File: src/sv/owbm_pkg.sv
`timescale 1ns / 1ps
`default_nettype none

package owbm_pkg;

  localparam int TIMER_W       = 10;
  localparam int CFG_W         = 10;
  localparam int NUM_REGS      = 8;
  localparam int CFG_IDX_W     = $clog2(NUM_REGS);
  localparam int BITS_PER_BYTE = 8;
  localparam int BIT_CNT_W     = $clog2(BITS_PER_BYTE);
  localparam int READ_LOW_US   = 2;
  localparam int Q_DEPTH       = 2;

  // register indexes on the write port
  localparam logic [CFG_IDX_W-1:0] REG_RESET_LOW     = 3'd0;
  localparam logic [CFG_IDX_W-1:0] REG_PRES_SAMPLE   = 3'd1;
  localparam logic [CFG_IDX_W-1:0] REG_PRES_END      = 3'd2;
  localparam logic [CFG_IDX_W-1:0] REG_WR_ONE_LOW    = 3'd3;
  localparam logic [CFG_IDX_W-1:0] REG_WR_ZERO_LOW   = 3'd4;
  localparam logic [CFG_IDX_W-1:0] REG_WR_SLOT       = 3'd5;
  localparam logic [CFG_IDX_W-1:0] REG_RD_SAMPLE     = 3'd6;
  localparam logic [CFG_IDX_W-1:0] REG_RD_TAIL       = 3'd7;

  typedef enum logic [2:0] {
    FN_RESET   = 3'd0,
    FN_WR_BIT  = 3'd1,
    FN_WR_BYTE = 3'd2,
    FN_RD_BIT  = 3'd3,
    FN_RD_BYTE = 3'd4
  } func_t;

  typedef enum logic [3:0] {
    PH_IDLE     = 4'd0,
    PH_RST_LOW  = 4'd1,
    PH_RST_WAIT = 4'd2,
    PH_RST_END  = 4'd3,
    PH_WR_LOW   = 4'd4,
    PH_WR_REC   = 4'd5,
    PH_RD_LOW   = 4'd6,
    PH_RD_WAIT  = 4'd7,
    PH_RD_TAIL  = 4'd8
  } phase_t;

  localparam logic [1:0] ST_OK       = 2'd0;
  localparam logic [1:0] ST_NO_PRES  = 2'd1;
  localparam logic [1:0] ST_STUCK    = 2'd2;

  typedef struct packed {
    logic       start_req;
    logic [2:0] func;
    logic [7:0] tx_data;
    logic       line_high;
  } item_t;

  typedef struct packed {
    logic       pull_low;
    logic       busy_res;
    logic       done_res;
    logic [1:0] status;
    logic [7:0] rx_data;
  } res_t;

  // classified tick as it travels from front to back
  typedef struct packed {
    logic       start;
    func_t      func;
    logic [7:0] data;
    logic       line;
  } cmd_t;

  typedef struct packed {
    logic [CFG_W-1:0] reset_low_time;
    logic [CFG_W-1:0] presence_sample_time;
    logic [CFG_W-1:0] presence_end_time;
    logic [CFG_W-1:0] write_one_low_time;
    logic [CFG_W-1:0] write_zero_low_time;
    logic [CFG_W-1:0] write_slot_time;
    logic [CFG_W-1:0] read_sample_time;
    logic [CFG_W-1:0] read_tail_time;
  } cfg_t;

  localparam cfg_t CFG_DEFAULT = '{
    reset_low_time:       10'd480,
    presence_sample_time: 10'd66,
    presence_end_time:    10'd420,
    write_one_low_time:   10'd10,
    write_zero_low_time:  10'd60,
    write_slot_time:      10'd64,
    read_sample_time:     10'd10,
    read_tail_time:       10'd54
  };

endpackage

`default_nettype wire

File: src/sv/one_wire_bus_master.sv
`timescale 1ns / 1ps
`default_nettype none

// Timed 1-Wire bus master. Every beat pushed in is one microsecond tick that carries an
// optional command request (reset with presence detect, write bit, write byte, read bit,
// read byte) and the sampled line level; every tick yields exactly one result beat with
// the pull-low drive, busy, done, the held reset status and the read data, in order.
// Requests while a command runs and function codes above read byte are ignored. Bytes go
// least significant bit first. The block takes one tick per clock cycle when the result
// side keeps up: a front decoder feeds a two-entry command queue, the timing engine does
// one tick per cycle, and a two-entry result queue decouples the pop side, so a result
// passes through the command queue and the result queue before it is on the result ports.
// The user must write timing registers through the plain write port only while the block
// is idle; the block itself does not enforce this. New values take effect on the next tick.

module one_wire_bus_master #(
  parameter int READ_LOW_US = owbm_pkg::READ_LOW_US
) (
  input  wire logic                               clk,
  input  wire logic                               rst,
  input  wire logic                               push,
  input  wire owbm_pkg::item_t                    item,
  output logic                                    full,
  output logic                                    empty,
  input  wire logic                               pop,
  output owbm_pkg::res_t                          result,
  input  wire logic                               cfg_we,
  input  wire logic [owbm_pkg::CFG_IDX_W-1:0]     cfg_idx,
  input  wire logic [owbm_pkg::CFG_W-1:0]         cfg_data
);
  import owbm_pkg::*;

  cfg_t cfg;

  // front side: classified tick
  cmd_t                cmd_w;
  logic [$bits(cmd_t)-1:0] cmd_rdata;
  cmd_t                cmd_r;
  logic                cmd_empty;
  logic                cmd_pop;

  // back side: result beat from the engine
  res_t                res_w;
  logic [$bits(res_t)-1:0] res_rdata;
  logic                res_full;
  logic                res_push;

  // timing registers, one per index
  always_ff @(posedge clk) begin
    if (rst) begin
      cfg <= CFG_DEFAULT;
    end else if (cfg_we) begin
      case (cfg_idx)
        REG_RESET_LOW:   cfg.reset_low_time       <= cfg_data;
        REG_PRES_SAMPLE: cfg.presence_sample_time <= cfg_data;
        REG_PRES_END:    cfg.presence_end_time    <= cfg_data;
        REG_WR_ONE_LOW:  cfg.write_one_low_time   <= cfg_data;
        REG_WR_ZERO_LOW: cfg.write_zero_low_time  <= cfg_data;
        REG_WR_SLOT:     cfg.write_slot_time      <= cfg_data;
        REG_RD_SAMPLE:   cfg.read_sample_time     <= cfg_data;
        REG_RD_TAIL:     cfg.read_tail_time       <= cfg_data;
        default:         cfg                      <= cfg;
      endcase
    end
  end

  // decode the request before it is queued
  owbm_front u_front (
    .item (item),
    .cmd  (cmd_w)
  );

  // command queue between front and engine; full here is the input back-pressure
  owbm_fifo #(
    .W     ($bits(cmd_t)),
    .DEPTH (Q_DEPTH)
  ) u_cmd_q (
    .clk   (clk),
    .rst   (rst),
    .push  (push),
    .wdata (cmd_w),
    .full  (full),
    .pop   (cmd_pop),
    .rdata (cmd_rdata),
    .empty (cmd_empty)
  );

  assign cmd_r = cmd_t'(cmd_rdata);

  // timing engine: one tick per cycle whenever a tick waits and the result queue has room
  owbm_engine #(
    .READ_LOW_US (READ_LOW_US)
  ) u_engine (
    .clk       (clk),
    .rst       (rst),
    .cfg       (cfg),
    .cmd_valid (!cmd_empty),
    .cmd       (cmd_r),
    .cmd_pop   (cmd_pop),
    .res_ready (!res_full),
    .res_push  (res_push),
    .res       (res_w)
  );

  // result queue toward the consumer
  owbm_fifo #(
    .W     ($bits(res_t)),
    .DEPTH (Q_DEPTH)
  ) u_res_q (
    .clk   (clk),
    .rst   (rst),
    .push  (res_push),
    .wdata (res_w),
    .full  (res_full),
    .pop   (pop),
    .rdata (res_rdata),
    .empty (empty)
  );

  assign result = res_t'(res_rdata);

  // a command can only complete while it is running
  a_done_busy: assert property (@(posedge clk) disable iff (rst)
    (res_push && res_w.done_res) |-> res_w.busy_res)
    else $error("done without busy");

  // the line is only driven during a command
  a_pull_busy: assert property (@(posedge clk) disable iff (rst)
    (res_push && res_w.pull_low) |-> res_w.busy_res)
    else $error("pull low while idle");

  // read data shows only on the done tick
  a_rx_done: assert property (@(posedge clk) disable iff (rst)
    (res_push && (res_w.rx_data != '0)) |-> res_w.done_res)
    else $error("read data outside done tick");

  // engine never takes a tick that the result queue cannot hold
  a_no_overrun: assert property (@(posedge clk) disable iff (rst)
    res_push |-> (!res_full && !cmd_empty))
    else $error("engine step without room");

endmodule

`default_nettype wire

File: src/sv/owbm_fifo.sv
`timescale 1ns / 1ps
`default_nettype none

module owbm_fifo #(
  parameter int W     = 1,
  parameter int DEPTH = 2
) (
  input  wire logic         clk,
  input  wire logic         rst,
  input  wire logic         push,
  input  wire logic [W-1:0] wdata,
  output logic              full,
  input  wire logic         pop,
  output logic [W-1:0]      rdata,
  output logic              empty
);

  localparam int PW = (DEPTH > 1) ? $clog2(DEPTH) : 1;
  localparam int CW = $clog2(DEPTH + 1);

  logic [W-1:0]  mem [DEPTH];
  logic [PW-1:0] wp;
  logic [PW-1:0] rp;
  logic [CW-1:0] count;
  logic          do_push;
  logic          do_pop;

  assign full    = (count == CW'(DEPTH));
  assign empty   = (count == '0);
  assign do_push = push && !full;
  assign do_pop  = pop && !empty;
  assign rdata   = mem[rp];

  always_ff @(posedge clk) begin
    if (rst) begin
      wp    <= '0;
      rp    <= '0;
      count <= '0;
    end else begin
      if (do_push) begin
        wp <= (wp == PW'(DEPTH - 1)) ? '0 : wp + PW'(1);
      end
      if (do_pop) begin
        rp <= (rp == PW'(DEPTH - 1)) ? '0 : rp + PW'(1);
      end
      case ({do_push, do_pop})
        2'b10:   count <= count + CW'(1);
        2'b01:   count <= count - CW'(1);
        default: count <= count;
      endcase
    end
  end

  always_ff @(posedge clk) begin
    if (do_push) begin
      mem[wp] <= wdata;
    end
  end

endmodule

`default_nettype wire

File: src/sv/owbm_front.sv
`timescale 1ns / 1ps
`default_nettype none

module owbm_front (
  input  wire owbm_pkg::item_t item,
  output owbm_pkg::cmd_t       cmd
);
  import owbm_pkg::*;

  // only function codes in range start a command
  always_comb begin
    cmd.start = item.start_req && (item.func inside {[FN_RESET:FN_RD_BYTE]});
    cmd.func  = func_t'(item.func);
    cmd.line  = item.line_high;
    case (item.func)
      FN_WR_BIT:  cmd.data = {7'b0, item.tx_data[0]};
      FN_WR_BYTE: cmd.data = item.tx_data;
      default:    cmd.data = '0;
    endcase
  end

endmodule

`default_nettype wire

File: src/sv/owbm_engine.sv
`timescale 1ns / 1ps
`default_nettype none

module owbm_engine #(
  parameter int READ_LOW_US = owbm_pkg::READ_LOW_US
) (
  input  wire logic           clk,
  input  wire logic           rst,
  input  wire owbm_pkg::cfg_t cfg,
  input  wire logic           cmd_valid,
  input  wire owbm_pkg::cmd_t cmd,
  output logic                cmd_pop,
  input  wire logic           res_ready,
  output logic                res_push,
  output owbm_pkg::res_t      res
);
  import owbm_pkg::*;

  localparam logic [TIMER_W-1:0] TIMER_MAX = '1;

  phase_t               phase, phase_next;
  logic [TIMER_W-1:0]   timer, timer_next;
  logic [BIT_CNT_W-1:0] bit_count, bit_count_next;
  logic [7:0]           shift_data, shift_data_next;
  func_t                active_func, active_func_next;
  logic [1:0]           last_status, last_status_next;

  logic   take;
  logic   start_take;
  phase_t start_phase;
  phase_t ph_run;
  logic   fin;

  assign take     = cmd_valid && res_ready;
  assign cmd_pop  = take;
  assign res_push = take;

  always_comb begin
    case (cmd.func)
      FN_RESET:              start_phase = PH_RST_LOW;
      FN_WR_BIT, FN_WR_BYTE: start_phase = PH_WR_LOW;
      default:               start_phase = PH_RD_LOW;
    endcase
  end

  assign start_take = (phase == PH_IDLE) && cmd.start;
  assign ph_run     = start_take ? start_phase : phase;

  // next state
  always_comb begin
    logic [TIMER_W-1:0] t;
    logic [TIMER_W-1:0] low_len;
    logic [TIMER_W-1:0] rec_len;
    logic               end_bit;
    logic               is_write;
    logic               is_byte;

    phase_next       = ph_run;
    t                = start_take ? '0 : timer;
    bit_count_next   = start_take ? '0 : bit_count;
    shift_data_next  = start_take ? cmd.data : shift_data;
    active_func_next = start_take ? cmd.func : active_func;
    last_status_next = last_status;
    fin              = 1'b0;
    end_bit          = 1'b0;

    low_len = shift_data_next[0] ? cfg.write_one_low_time : cfg.write_zero_low_time;
    rec_len = (cfg.write_slot_time > low_len) ? cfg.write_slot_time - low_len
                                              : TIMER_W'(1);
    is_write = (active_func_next == FN_WR_BIT) || (active_func_next == FN_WR_BYTE);
    is_byte  = (active_func_next == FN_WR_BYTE) || (active_func_next == FN_RD_BYTE);

    if (ph_run != PH_IDLE) begin
      t = (t == TIMER_MAX) ? t : t + TIMER_W'(1);
      case (ph_run)
        PH_RST_LOW: begin
          if (t >= cfg.reset_low_time) begin
            phase_next = PH_RST_WAIT;
            t          = '0;
          end
        end
        PH_RST_WAIT: begin
          if (t >= cfg.presence_sample_time) begin
            if (cmd.line) begin
              last_status_next = ST_NO_PRES;
              fin              = 1'b1;
            end else begin
              phase_next = PH_RST_END;
              t          = '0;
            end
          end
        end
        PH_RST_END: begin
          if (t >= cfg.presence_end_time) begin
            last_status_next = cmd.line ? ST_OK : ST_STUCK;
            fin              = 1'b1;
          end
        end
        PH_WR_LOW: begin
          if (t >= low_len) begin
            phase_next = PH_WR_REC;
            t          = '0;
          end
        end
        PH_WR_REC: begin
          if (t >= rec_len) begin
            end_bit = 1'b1;
          end
        end
        PH_RD_LOW: begin
          if (t >= TIMER_W'(READ_LOW_US)) begin
            phase_next = PH_RD_WAIT;
            t          = '0;
          end
        end
        PH_RD_WAIT: begin
          if (t >= cfg.read_sample_time) begin
            shift_data_next = {cmd.line, shift_data_next[7:1]};
            if (cfg.read_tail_time == '0) begin
              end_bit = 1'b1;
            end else begin
              phase_next = PH_RD_TAIL;
              t          = '0;
            end
          end
        end
        PH_RD_TAIL: begin
          if (t >= cfg.read_tail_time) begin
            end_bit = 1'b1;
          end
        end
        default: fin = 1'b1;
      endcase
    end

    if (end_bit) begin
      if (is_write) begin
        shift_data_next = {1'b0, shift_data_next[7:1]};
      end
      if (is_byte && (bit_count_next < BIT_CNT_W'(BITS_PER_BYTE - 1))) begin
        bit_count_next = bit_count_next + BIT_CNT_W'(1);
        phase_next     = is_write ? PH_WR_LOW : PH_RD_LOW;
        t              = '0;
      end else begin
        fin = 1'b1;
      end
    end

    if (fin) begin
      phase_next = PH_IDLE;
      t          = '0;
    end
    timer_next = t;
  end

  // outputs
  always_comb begin
    res.pull_low = (ph_run == PH_RST_LOW) || (ph_run == PH_WR_LOW) ||
                   (ph_run == PH_RD_LOW);
    res.busy_res = (ph_run != PH_IDLE);
    res.done_res = fin;
    res.status   = last_status_next;
    res.rx_data  = '0;
    if (fin) begin
      case (active_func_next)
        FN_RD_BIT:  res.rx_data = {7'b0, shift_data_next[7]};
        FN_RD_BYTE: res.rx_data = shift_data_next;
        default:    res.rx_data = '0;
      endcase
    end
  end

  always_ff @(posedge clk) begin
    if (rst) begin
      phase       <= PH_IDLE;
      timer       <= '0;
      bit_count   <= '0;
      shift_data  <= '0;
      active_func <= FN_RESET;
      last_status <= ST_OK;
    end else if (take) begin
      phase       <= phase_next;
      timer       <= timer_next;
      bit_count   <= bit_count_next;
      shift_data  <= shift_data_next;
      active_func <= active_func_next;
      last_status <= last_status_next;
    end
  end

endmodule

`default_nettype wire

File: config.mk
export PLATFORM = sky130hd
export DESIGN_NAME = one_wire_bus_master
export DESIGN_NICKNAME = d
export VERILOG_FILES = /design/src/sv/owbm_pkg.sv /design/src/sv/one_wire_bus_master.sv /design/src/sv/owbm_fifo.sv /design/src/sv/owbm_front.sv /design/src/sv/owbm_engine.sv
export SDC_FILE = /design/constraint.sdc
export NUM_CORES = 1
export LEC_CHECK = 0
export ABC_CLOCK_PERIOD_IN_PS = 7600
export BUFFER_PORTS_ARGS = -buffer_cell sky130_fd_sc_hd__buf_4
export CORE_ASPECT_RATIO = 0.5
export CORE_MARGIN = 2
export CORE_UTILIZATION = 44
export CTS_CLUSTER_DIAMETER = 80
export DETAILED_ROUTE_END_ITERATION = 16
export HOLD_SLACK_MARGIN = 0.06
export SYNTH_ARGS = -nofsm -noshare
export SYNTH_HDL_FRONTEND = slang
export SYNTH_HIERARCHICAL = 1
export SYNTH_SLANG_ARGS = --single-unit
File: constraint.sdc
create_clock -name clk -period 7.6 [get_ports clk]
set_clock_uncertainty 0.1 [all_clocks]
set_input_delay 0.38 -clock clk [delete_from_list [all_inputs] [get_ports clk]]
set_output_delay 0.38 -clock clk [all_outputs]
set_load 0.02 [all_outputs]
== Word level (Yosys, flattened, before mapping) ==
Memory sizes are Yosys's and may differ from the RTL's. A register that Yosys moved wholly into a read port is not among the register bits.
Cells that the tools add are included.
Storage, ports and cells
  bits of input ports: 31
  register bits after elaboration: 118
  memories: 2
  output and inout port bits: 15
  memory bits (writable): 52
Memory list
  u_cmd_q.mem: words 2, bits a word 13, rd ports 1, clocked after memory_dff 1, wr ports 1, line owbm_fifo.sv:21  | logic [W-1:0] mem [DEPTH];
  u_res_q.mem: words 2, bits a word 13, rd ports 1, clocked after memory_dff 1, wr ports 1, line owbm_fifo.sv:21
Cells by class
  multiplexer cells: 77
  $add $sub $neg: 11
  reductions and logical operators: 36
  magnitude comparators: 12
  eq/ne operators: 30
Operator list (count)
  $mux W10: 15
  $ge A10 B10 Y1: 7
  $mux W8: 7
  $pmux W10 S5: 1
  $mux W4: 12
  $pmux W8 S2: 2
  $mux W1: 23
  $pmux W4 S5: 1
  $eq A3 B2 Y1 const B: 6
  $eq A4 B3 Y1 const B: 4
  $reduce_and A2 Y1: 8
  $eq A3 B3 Y1 const B: 5
  $eq A3 B1 Y1 const B: 4
  $mux W2: 6
  $mux W3: 4
  $pmux W2 S2: 3
  $add A10 B1 Y10 const B: 1
  $eq A10 B10 Y1 const B: 1
  $ge A10 B2 Y1 const B: 1
  $gt A10 B10 Y1: 1
  $logic_not A10 Y1: 1
  $sub A10 B10 Y10: 1
  $logic_and A1 B1 Y1: 9
  $eq A2 B2 Y1 const B: 4
  other kinds (22): 39

== Depth between registers and ports, before layout ==
Gate-level depths: netlist (run 1).
  depth after elaboration: 13
  depth in mapped cells: 27
  mapped depth without buffers: 23

== Cells and area by module ==
Netlist (run 1), hierarchy kept.
By module, submodules not included
  owbm_engine: seq. area each 600.6 µm², times used 1, area an instance 4697.0 µm², cells an instance 620
  one_wire_bus_master: seq. area each 1601.5 µm², times used 1, area an instance 3151.8 µm², cells an instance 293
  owbm_fifo: seq. area each 880.8 µm², times used 2, area an instance 1156.1 µm², cells an instance 66
  owbm_front: seq. area each 0.0 µm², times used 1, area an instance 125.1 µm², cells an instance 16

== Worst setup path before layout (run 1) ==
OpenSTA, ideal clock, no wires.
  kind: reg2reg
  start: register with a tool-made name
  end: memory u_res_q/mem[0][5] (netlist name) (data pin)
  arrival: 6.522 ns
  clock period less this slack: 6.895 ns
  data required time: 7.227 ns
  cell stages (with the launch flop): 26
  setup time: 0.273 ns
  setup slack: 0.705 ns
  cell sequence: dfxtp_1 > buf_2 > mux2_2 > or3b_1 > buf_6 > nor2_1 > buf_4 > mux2i_1 > mux2_2 > ha_1 > inv_1 > fa_1 > a21o_1 > maj3_2 > maj3_2 > a21oi_2 > o22ai_2 > nand2_1 > ha_1 > a2111oi_0 > o21ai_0 > a221oi_1 > o211ai_4 > a32o_2 > a311oi_1 > nor4_1
RTL lines (line)
  to (decl): owbm_fifo.sv:21

==> impl_metrics.toml, run 1 <==
[worst_setup_path]
startpoint_type = "flop"
slowest_delay_ps = 530
critical_path_class = "reg -> reg"
crit_fanout = 16
worst_r2r_path_depth = 24
cp.required_ps = 7650
cp.depth = 24
slowest_stage = "or3b_1"
r2r_end = "u_res_q/mem[0][3]"
cp_top_family = "compound AO/OA/AOI/OAI gates"
path_cells = "mux2_2 > or3b_1 > nor2_1 > mux2i_1 > buf_4 > mux2_2 > ha_1 > inv_1 > fa_1 > a21o_1 > maj3_2 > maj3_2 > a21oi_2 > o22ai_2 > nand2_1 > ha_1 > a2111oi_0 > o21ai_0 > a221oi_1 > buf_4 > o211ai_4 > a32o_1 > a31oi_1 > a211oi_1"
arrival_ps = 6730
cp-end-kind = "flop"
path_buf_inv = 3
ff2ff_setup_slack_ps = 920

[sta]
hold_viol_final = 0
maxSlewViolCount = 0
worst_pin_slew_ps = 983
setup_tns_ps = 0
setup_viol = 0
slew_headroom_pct = 34.2
finalCritPeriodShare_pct = 87.8
fmax_ghz = 0.150
post-route-min-period_ps = 6680
rsz0062_at_grt = "no"

[synthesis]
ys_seq_elements = 172
synth_warnings = 6
synth.largest_area_cell = "dfxtp_1"
synth_top_family_by_area = "simple AND/OR/NAND/NOR gates"
ys_seq_area_share_pct = 38.5
synth_edf_count = 52
async_flop_share_pct = 0
muxShareOfSynthArea_pct = 12.2
postSynthCellCount = 1061
synth_xor_area_share_pct = 1.96
synth.cell_area_sq_um = 10300
synthTopCellsByArea = "dfxtp_1 23%, edfxtp_1 15%, ha_1 9.7%"
yosys-top-cells-count = "120 x dfxtp_1, 95 x mux2i_1, 80 x ha_1"
synth_top_cell_area_share_pct = 23.4
synth_simple_gate_area_share_pct = 17.8
synth_compound_area_share_pct = 13.9
synthesis.area_per_instance_sq_um = 9.69
synthFlopType = "dfxtp_1"
syn_nets = 1173
synthAdderAreaFrac_pct = 10.4
synth_most_common_cell = "dfxtp_1"
yosysUniqueCellTypes = 95

[global_route]
grt_max_degree = 107
globalRouteTotalUtil_pct = 21.8
grt_pass1_vias = 7561
overflow = 0
grt_antenna_before_repair = 0
grt_pass1_wl_um = 41200

[final_layout]
stdcell_count = 1407
multi_input_area_sq_um = 5800
final_util_pct = 50.1
final_net_count = 1200
final_design_area_no_fill_sq_um = 11500
drive_gt1_share_pct = 13.5
antenna_cells = 0
syn_to_final_growth_pct = 11.5
regArea_sq_um = 3960
fillers = 2101

[min_path]
whs_endpoint = "cfg[58]"
hold_start = "cfg_data[8]"
hp-class = "in -> reg"
whs_path_depth = 3

[clock_network]
root_buffer = "clkbuf_16"
cts.path.max_buffers = 2
tritoncts = "done"
insertion_delay_ps = 450
htreeDepth = 4
clock-sinks = 172
post_cts_buffers = 0
cts_inserted_buffers = 17
clkTransAtPathRegs_ps = 60

[routing]
wl_per_cell_um = 18.3
dr.pass1.iters = 6
drtAntennaViolNets = 0
drcViolationCount = 0
vias_per_cell = 5.56
wl_um = 25700
drt_iter0_markers = 510
vias = 7820

[power]
power_density_nw_per_um2 = 305
p_switching_mw = 1.33
total_power_mw = 3.50
combinationalPowerShare_pct = 41.5
p_clk_share_pct = 25.0
p_leak_nw = 5.04
ir_drop_mv = 0.173
p_sw_share_pct = 37.9
p_seq_share_pct = 33.6
internal_power_mw = 2.17

[placement]
place_area_sq_um = 10800
io_buffers = 45
hpwl_um = 18900
dpl.cell_count = 1372
place_congestion = 0.876

[die]
die_x_um = 220
die_y_um = 112
core_area_sq_um = 22900
rows = 39
io_pins = 46
dieArea_sq_um = 24700
initial_core_util_pct = 44.9

[outcome]
status = "finished clean"

[flow_run]
drv_cap = 0
## routing by layer
layer | vias to the layer above | wire, um | track usage (%)
met5 | - | 0 | 0
met4 | 0 | 394 | 6.04
met3 | 38 | 1070 | 4.69
met2 | 150 | 11900 | 35.2
met1 | 3759 | 12300 | 29.4
li1 | 3873 | - | -
## stage by stage
stage	setup slack (ps)	hold WS [ps]
6_report	925	135
5_1_grt	432	122
4_1_cts	929	113
3_5_place_dp	950	357
3_3_place_gp	1100	345
2_1_floorplan	705	336
## registers in the layout, indices dropped and copies added, names as in the netlist, named ones only
| name | count |
|---|---|
| cfg | 80 |
| u_cmd_q/count | 2 |
| u_cmd_q/mem | 26 |
| u_cmd_q/rp | 1 |
| u_cmd_q/wp | 1 |
| u_engine/active_func | 3 |
| u_engine/bit_count | 3 |
| u_engine/last_status | 2 |
| u_engine/phase | 4 |
| u_engine/shift_data | 8 |
| u_engine/timer | 10 |
| u_res_q/count | 2 |
| u_res_q/mem | 26 |
| u_res_q/rp | 1 |
| u_res_q/wp | 1 |
## placed cells by master, fill, tap and decap left out, types with 3 or more instances in the layout
cell type	count
ha_1	80
inv_1	68
maj3_2	3
mux2_2	27
nand2_1	63
o211ai_1	8
dfxtp_1	120
nand2b_1	79
o21bai_1	3
dlygate4sd3_1	4
a21oi_1	39
nor3_1	8
nor4_1	6
o31ai_1	7
nor2_1	77
clkbuf_1	3
xor2_1	9
a221oi_1	3
or3_1	11
a311oi_1	5
nand4b_1	5
xnor2_1	14
nand4_1	8
a31oi_1	14
clkinv_2	4
a32o_1	8
clkbuf_16	18
and3_1	8
nand3b_1	4
mux2i_1	95
nand3_1	24
o21a_1	6
and2_1	12
o21ai_0	43
buf_4	58
a211o_1	3
a211oi_1	9
a21o_1	15
edfxtp_1	52
## worst min-delay path, cell delays in order
cell and delay (ps):
buf_4 100, nor2_1 50, mux2i_1 110
## worst max-delay path by stage
| stage | start | end | slack (ps) |
|---|---|---|---|
| after floorplan | flop | u_res_q/mem[0][5] | 700 |
| after global placement | flop | u_res_q/mem[0][0] | 1100 |
| after detailed placement | flop | u_res_q/mem[1][5] | 950 |
| after CTS | flop | u_res_q/mem[0][5] | 930 |
| after global routing | flop | u_res_q/mem[1][4] | 430 |
| final | flop | u_res_q/mem[0][3] | 920 |
## layout make-up
| class | count | share of cell area (%) |
|---|---|---|
| Clock buffer | 24 | 4.31 |
| Clock inverter | 7 | 0.764 |
| Multi-Input combinational cell | 765 | 50.6 |
| Inverter | 70 | 2.29 |
| Timing Repair Buffer | 62 | 4.15 |
| Sequential cell | 172 | 34.6 |
| Tap cell | 307 | 3.35 |
## power by group through the flow
stage               Sequential (mW)  Combinational [mW]  Clock, mW
floorplan                      1.15                1.07          0
finish                         1.17                1.45      0.873
global placement               1.19                1.42          0
CTS                            1.17                1.45      0.896
global route                   1.19                1.59      0.934
detailed placement             1.19                1.44          0
## cell families after synthesis
| group | Yosys count |
|---|---|
| adder cells (fa/ha/maj) | 86 |
| AO/OA/AOI/OAI | 199 |
| AND/OR/NAND/NOR | 335 |
| buffers and inverters | 124 |
| flip-flops | 172 |
| XOR/XNOR | 23 |
| multiplexers | 122 |
## what timing repair did
action / CTS / global route
endpoints found under the hold margin: 8 / 0
resized for setup: 0 / 0
hold buffers: 4 / 0
endpoints found under the setup margin: 0 / 0
No activity file was read; power rests on OpenSTA's default activity.
==> inputs of run 2 (changes only) <==
Settings changed: ABC_AREA from default to 1.
==> run 2 against run 1 <==
Count of clock-buffer cells in the layout stayed put; sequential power grew 5%; critical path depth grew 1; sequential cell count unchanged; synthesized area up 3.7%; die area is 3.6% higher; worst setup slack gained 410 ps; global-route usage grew 0.72 points; cell area grew 3.1%; sequential share of layout area shrank 1.0 points; utilization shrank 0.69 points; register-to-register slack better by 410 ps; largest cell class unchanged.
==> impl_metrics.toml, run 2 <==
[outcome]
status = "finished clean"

[clock_network]
htreeDepth = 4
clkTransAtPathRegs_ps = 60
cts.path.max_buffers = 2
clock-sinks = 172
cts_inserted_buffers = 17
insertion_delay_ps = 450
root_buffer = "clkbuf_16"
post_cts_buffers = 0
tritoncts = "done"

[final_layout]
fillers = 2385
syn_to_final_growth_pct = 10.8
final_net_count = 1597
layout_common_cells = "353 x nand2_1, 221 x nor2_1, 178 x inv_1"
reg_top3 = "cfg x80, u_cmd_q/mem x26, u_res_q/mem x26"
final_util_pct = 49.4
top_register = "cfg"
regArea_sq_um = 3960
antenna_cells = 0
drive_gt1_share_pct = 11.1
mostFrequentLayoutCell = "nand2_1"
multi_input_area_sq_um = 5710
largest_register_ff_count = 80

[worst_setup_path]
critical_path_class = "reg -> reg"
r2r_end = "u_res_q/mem[1][1]"
worst_r2r_path_depth = 25
cp-end-kind = "flop"
ff2ff_setup_slack_ps = 1340
cp.required_ps = 7700
crit_fanout = 41
startpoint_type = "flop"
arrival_ps = 6370

[power]
ir_drop_mv = 0.219
p_leak_nw = 5.62
power_density_nw_per_um2 = 348

[sta]
slew_headroom_pct = 21.0
post-route-min-period_ps = 6260
rsz0062_at_grt = "no"
worst_pin_slew_ps = 1180
finalCritPeriodShare_pct = 82.4
setup_viol = 0
setup_ws_ps = 1340
setup_tns_ps = 0
hold_viol_final = 0
maxSlewViolCount = 0
fmax_ghz = 0.160

[synthesis]
synth_top_family_by_area = "simple AND/OR/NAND/NOR gates"
syn_nets = 1563
muxShareOfSynthArea_pct = 3.79
synth_top_cell_area_share_pct = 22.5
yosys-top-cells-count = "353 x nand2_1, 222 x nor2_1, 178 x inv_1"
ys_seq_elements = 172
synth_most_common_cell = "nand2_1"
synthAdderAreaFrac_pct = 9.57
synth_xor_area_share_pct = 0.492
async_flop_share_pct = 0
synth_simple_gate_area_share_pct = 30.7
yosysUniqueCellTypes = 55
synth.cell_area_sq_um = 10700
synthTopCellsByArea = "dfxtp_1 23%, edfxtp_1 15%, nand2_1 12%"
synth.largest_area_cell = "dfxtp_1"
postSynthCellCount = 1451
synth_edf_count = 52
synthesis.area_per_instance_sq_um = 7.35
synth_compound_area_share_pct = 8.94
synth_warnings = 6
synthFlopType = "dfxtp_1"
ys_seq_area_share_pct = 37.1

[routing]
drcViolationCount = 0
dr.pass1.iters = 6
drt_iter0_markers = 814
vias = 9315
wl_per_cell_um = 15.2
wl_um = 27500
drtAntennaViolNets = 0
vias_per_cell = 5.14

[min_path]
hp-class = "in -> reg"
whs_endpoint = "cfg[34]"
hold_start = "cfg_data[4]"
whs_path_depth = 3

[global_route]
grt_pass1_vias = 8889
grt_max_degree = 81
grt_pass1_wl_um = 44800
globalRouteTotalUtil_pct = 22.5
overflow = 0
grt_antenna_before_repair = 0

[die]
die_y_um = 114
io_pins = 46
core_area_sq_um = 23900
die_x_um = 224
initial_core_util_pct = 44.6
dieArea_sq_um = 25600
rows = 40

[flow_run]
drv_cap = 0

[placement]
place_ws_ps = 1370
hpwl_um = 19700
io_buffers = 45
place_congestion = 0.904
[run 2: changes by cell type after synthesis, moves of 16 or more]
cell and change:
nand2_1 +290, nor2_1 +145, inv_1 +110, mux2i_1 -85, nand2b_1 -79, nand3_1 +79, a21oi_1 +28, clkbuf_1 -16
[run 2: stage by stage]
step / instances / cell area (sq um) / total power [mW] / hold WS, ps
after global placement: 1774 / 11200 / 3.21 / 346
final: 1813 / 11800 / 4.11 / 83.3
after global routing: 1813 / 11800 / 4.43 / 74.7
after floorplan: 1451 / 10700 / 2.76 / 329
after detailed placement: 1774 / 11200 / 3.25 / 349
after CTS: 1813 / 11800 / 4.12 / 70.5
[run 2: worst max-delay path by stage]
stage / from / endpoint / slack [ps]
after global routing: flop / u_res_q/mem[0][5] / 740
after global placement: flop / u_res_q/mem[0][6] / 1590
after CTS: flop / u_res_q/mem[1][1] / 1350
after floorplan: flop / u_res_q/mem[0][2] / 2670
final: flop / u_res_q/mem[1][1] / 1340
after detailed placement: flop / u_res_q/mem[1][1] / 1370
[run 2: area by class of cell]
type | count | area share, %
inverter | 195 | 6.21
clock inverter | 8 | 0.783
timing repair buffer | 58 | 3.83
multi-input combinational | 1041 | 48.3
tap | 315 | 3.33
clock buffer | 24 | 3.99
sequential | 172 | 33.5
[run 2: repair_timing]
action / CTS / global route
resized for setup: 0 / 0
hold buffers: 7 / 0
endpoints found under the hold margin: 13 / 0
[run 2: cell families (layout without fill, tap and decap cells)]
| group | Yosys count | after routing |
|---|---|---|
| adders and majority gates | 81 | 81 |
| and+or+nand+nor | 758 | 758 |
| buffers and inverters | 238 | 285 |
| muxes | 37 | 37 |
| DFF | 172 | 172 |
| xor gates and xnor gates | 6 | 6 |
| AOI/OAI and AO/OA | 159 | 159 |
[run 2: worst max-delay path, stage by stage, from the launching register on]
cell	delay, ps
dfxtp_1	660
mux2_2	440
nand3_4	380
nand2_1	100
nand2_1	500
mux2_2	430
ha_1	190
inv_1	70
fa_1	200
a21oi_1	80
a21oi_1	240
a21oi_1	160
nor2_1	140
a2bb2oi_2	370
nand3_1	140
ha_1	310
nand2_1	70
nor4_1	280
nand3_1	110
nand4_1	120
nand4_1	150
o211ai_4	160
nand2_2	230
nand2_1	110
o21ai_0	100
and2_1	160
[run 2: metal layers]
metal	global-route usage, %	part of all wire, %
met1	29.9	49
met2	37.6	45
met3	3.36	4.7
met4	8.04	1.8
met5	0	0
[run 2: report_power, final]
group          total, mW  internal (mW)  switching [mW]
Clock              0.855          0.498           0.358
Combinational       2.03          0.679            1.35
Sequential          1.23           1.13           0.101
Total               4.11           2.30            1.81
==> inputs of run 3 (changes only) <==
Settings changed: ABC_CLOCK_PERIOD_IN_PS 7600 to 6200.
Clock period 7.6 ns to 6.2 ns, I/O delays scaled along.
==> run 3 against run 2 <==
Wire length rose by 1.3%; first-iteration DRC count fell by 11%; via count rose by 0.46%; sequential cell count did not move; sequential share of layout area fell by 0.55 points; register-to-register slack got worse by 890 ps; hold slack improved by 17 ps; largest power group unchanged; power rose by 25%; maximum frequency rose by 8.9%; global-route usage fell by 0.099 points; non-clock buffer count rose by 17; largest cell class unchanged; highest routed layer unchanged.
==> impl_metrics.toml, run 3 (synthesis gave the netlist of run 2 again) <==
[routing]
drcViolationCount = 0
wl_per_cell_um = 15.2
vias_per_cell = 5.11
dr.pass1.iters = 5
vias = 9358
drt_iter0_markers = 728
drtAntennaViolNets = 0
wl_um = 27800

[sta]
finalCritPeriodShare_pct = 92.7
slew_headroom_pct = 21.4
setup_viol = 0
setup_ws_ps = 450
rsz0062_at_grt = "no"
maxSlewViolCount = 0
hold_viol_final = 0
fmax_ghz = 0.174
post-route-min-period_ps = 5750
worst_pin_slew_ps = 1170
setup_tns_ps = 0

[power]
power_density_nw_per_um2 = 429
p_leak_nw = 5.73
ir_drop_mv = 0.249

[min_path]
hp-class = "in -> reg"

[clock_network]
insertion_delay_ps = 460
clkTransAtPathRegs_ps = 70
clock-sinks = 172
root_buffer = "clkbuf_16"
htreeDepth = 4
tritoncts = "done"
cts.path.max_buffers = 2
cts_inserted_buffers = 17

[die]
dieArea_sq_um = 25600
rows = 40
initial_core_util_pct = 44.6
io_pins = 46
core_area_sq_um = 23900
die_y_um = 114
die_x_um = 224

[worst_setup_path]
slowest_delay_ps = 510
path_buf_inv = 2
arrival_ps = 5850
slowest_stage = "dfxtp_1"
crit_fanout = 14
crit_top_cell = "nand2_1"
cp_top_family = "simple AND/OR/NAND/NOR gates"
cp.required_ps = 6300
critical_path_class = "reg -> reg"
cp-end-kind = "flop"
startpoint_type = "flop"

[placement]
io_buffers = 45
dpl.cell_count = 1786
hpwl_um = 20500
place_congestion = 0.920
place_area_sq_um = 11300
place_ws_ps = 552

[final_layout]
top_register = "cfg"
stdcell_count = 1830
syn_to_final_growth_pct = 12.6
antenna_cells = 0
drive_gt1_share_pct = 12.1
mostFrequentLayoutCell = "nand2_1"
final_net_count = 1614
reg_top3 = "cfg x80, u_cmd_q/mem x26, u_res_q/mem x26"
layout_common_cells = "353 x nand2_1, 221 x nor2_1, 179 x inv_1"
final_design_area_no_fill_sq_um = 12000
fillers = 2390
regArea_sq_um = 3960
largest_register_ff_count = 80
multi_input_area_sq_um = 5720

[global_route]
grt_pass1_wl_um = 44300
grt_pass1_vias = 8549
overflow = 0
grt_max_degree = 81
grt_antenna_before_repair = 0
globalRouteTotalUtil_pct = 22.4

[flow_run]
drv_cap = 0

[outcome]
status = "finished clean"
-- run 3: path summary, 6_finish.rpt --
| path | slack, ps | end | start | cells after the start |
|---|---|---|---|---|
| min | 100 | u_cmd_q/mem[1][4] | item[4] | 3 |
| max reg2reg | 450 | u_res_q/mem[0][1] | flop | 26 |
| min reg2reg | 360 | cfg[11] | cfg[11] | 2 |
| max | 450 | u_res_q/mem[0][1] | flop | 26 |
-- run 3: layer usage --
| layer | GRT usage (%) | wire [um] | vias to the layer above |
|---|---|---|---|
| li1 | - | - | 4798 |
| met4 | 7.02 | 503 | 0 |
| met1 | 31.1 | 13600 | 4304 |
| met5 | 0 | 0 | - |
| met3 | 3.75 | 1400 | 35 |
| met2 | 35.8 | 12300 | 221 |
-- run 3: tightest hold or removal path: cells and delay by family --
family	cells	cell delay, ps
AND/OR/NAND/NOR	1	110
buffers and inverters	2	110
-- run 3: report_power, final --
group / internal (mW) / total (mW) / switching, mW
Sequential: 1.38 / 1.50 / 0.118
Clock: 0.661 / 1.12 / 0.458
Combinational: 0.872 / 2.53 / 1.66
-- run 3: timing repair --
action	in CTS	in global routing
hold buffers	12	0
resized for setup	0	1
setup endpoints to repair	0	2
endpoints found under the hold margin	28	0
setup buffers	0	0
-- run 3: area by class of cell --
class | count | area share, %
repair buffers | 75 | 4.93
inverters | 195 | 6.11
multi-input cells | 1041 | 47.6
well taps | 315 | 3.28
clock inverters | 12 | 1.20
clock buffers | 20 | 3.88
flip-flops and latches | 172 | 33.0
-- run 3: stage by stage --
step | util [%] | hold WS (ps) | total power [mW]
global route | 50.2 | 120 | 5.55
CTS | 50.2 | 79.3 | 5.16
global placement | 47.1 | 348 | 3.98
floorplan | - | 323 | 3.39
finish | 50.2 | 100 | 5.15
detailed placement | 47.1 | 348 | 4.02
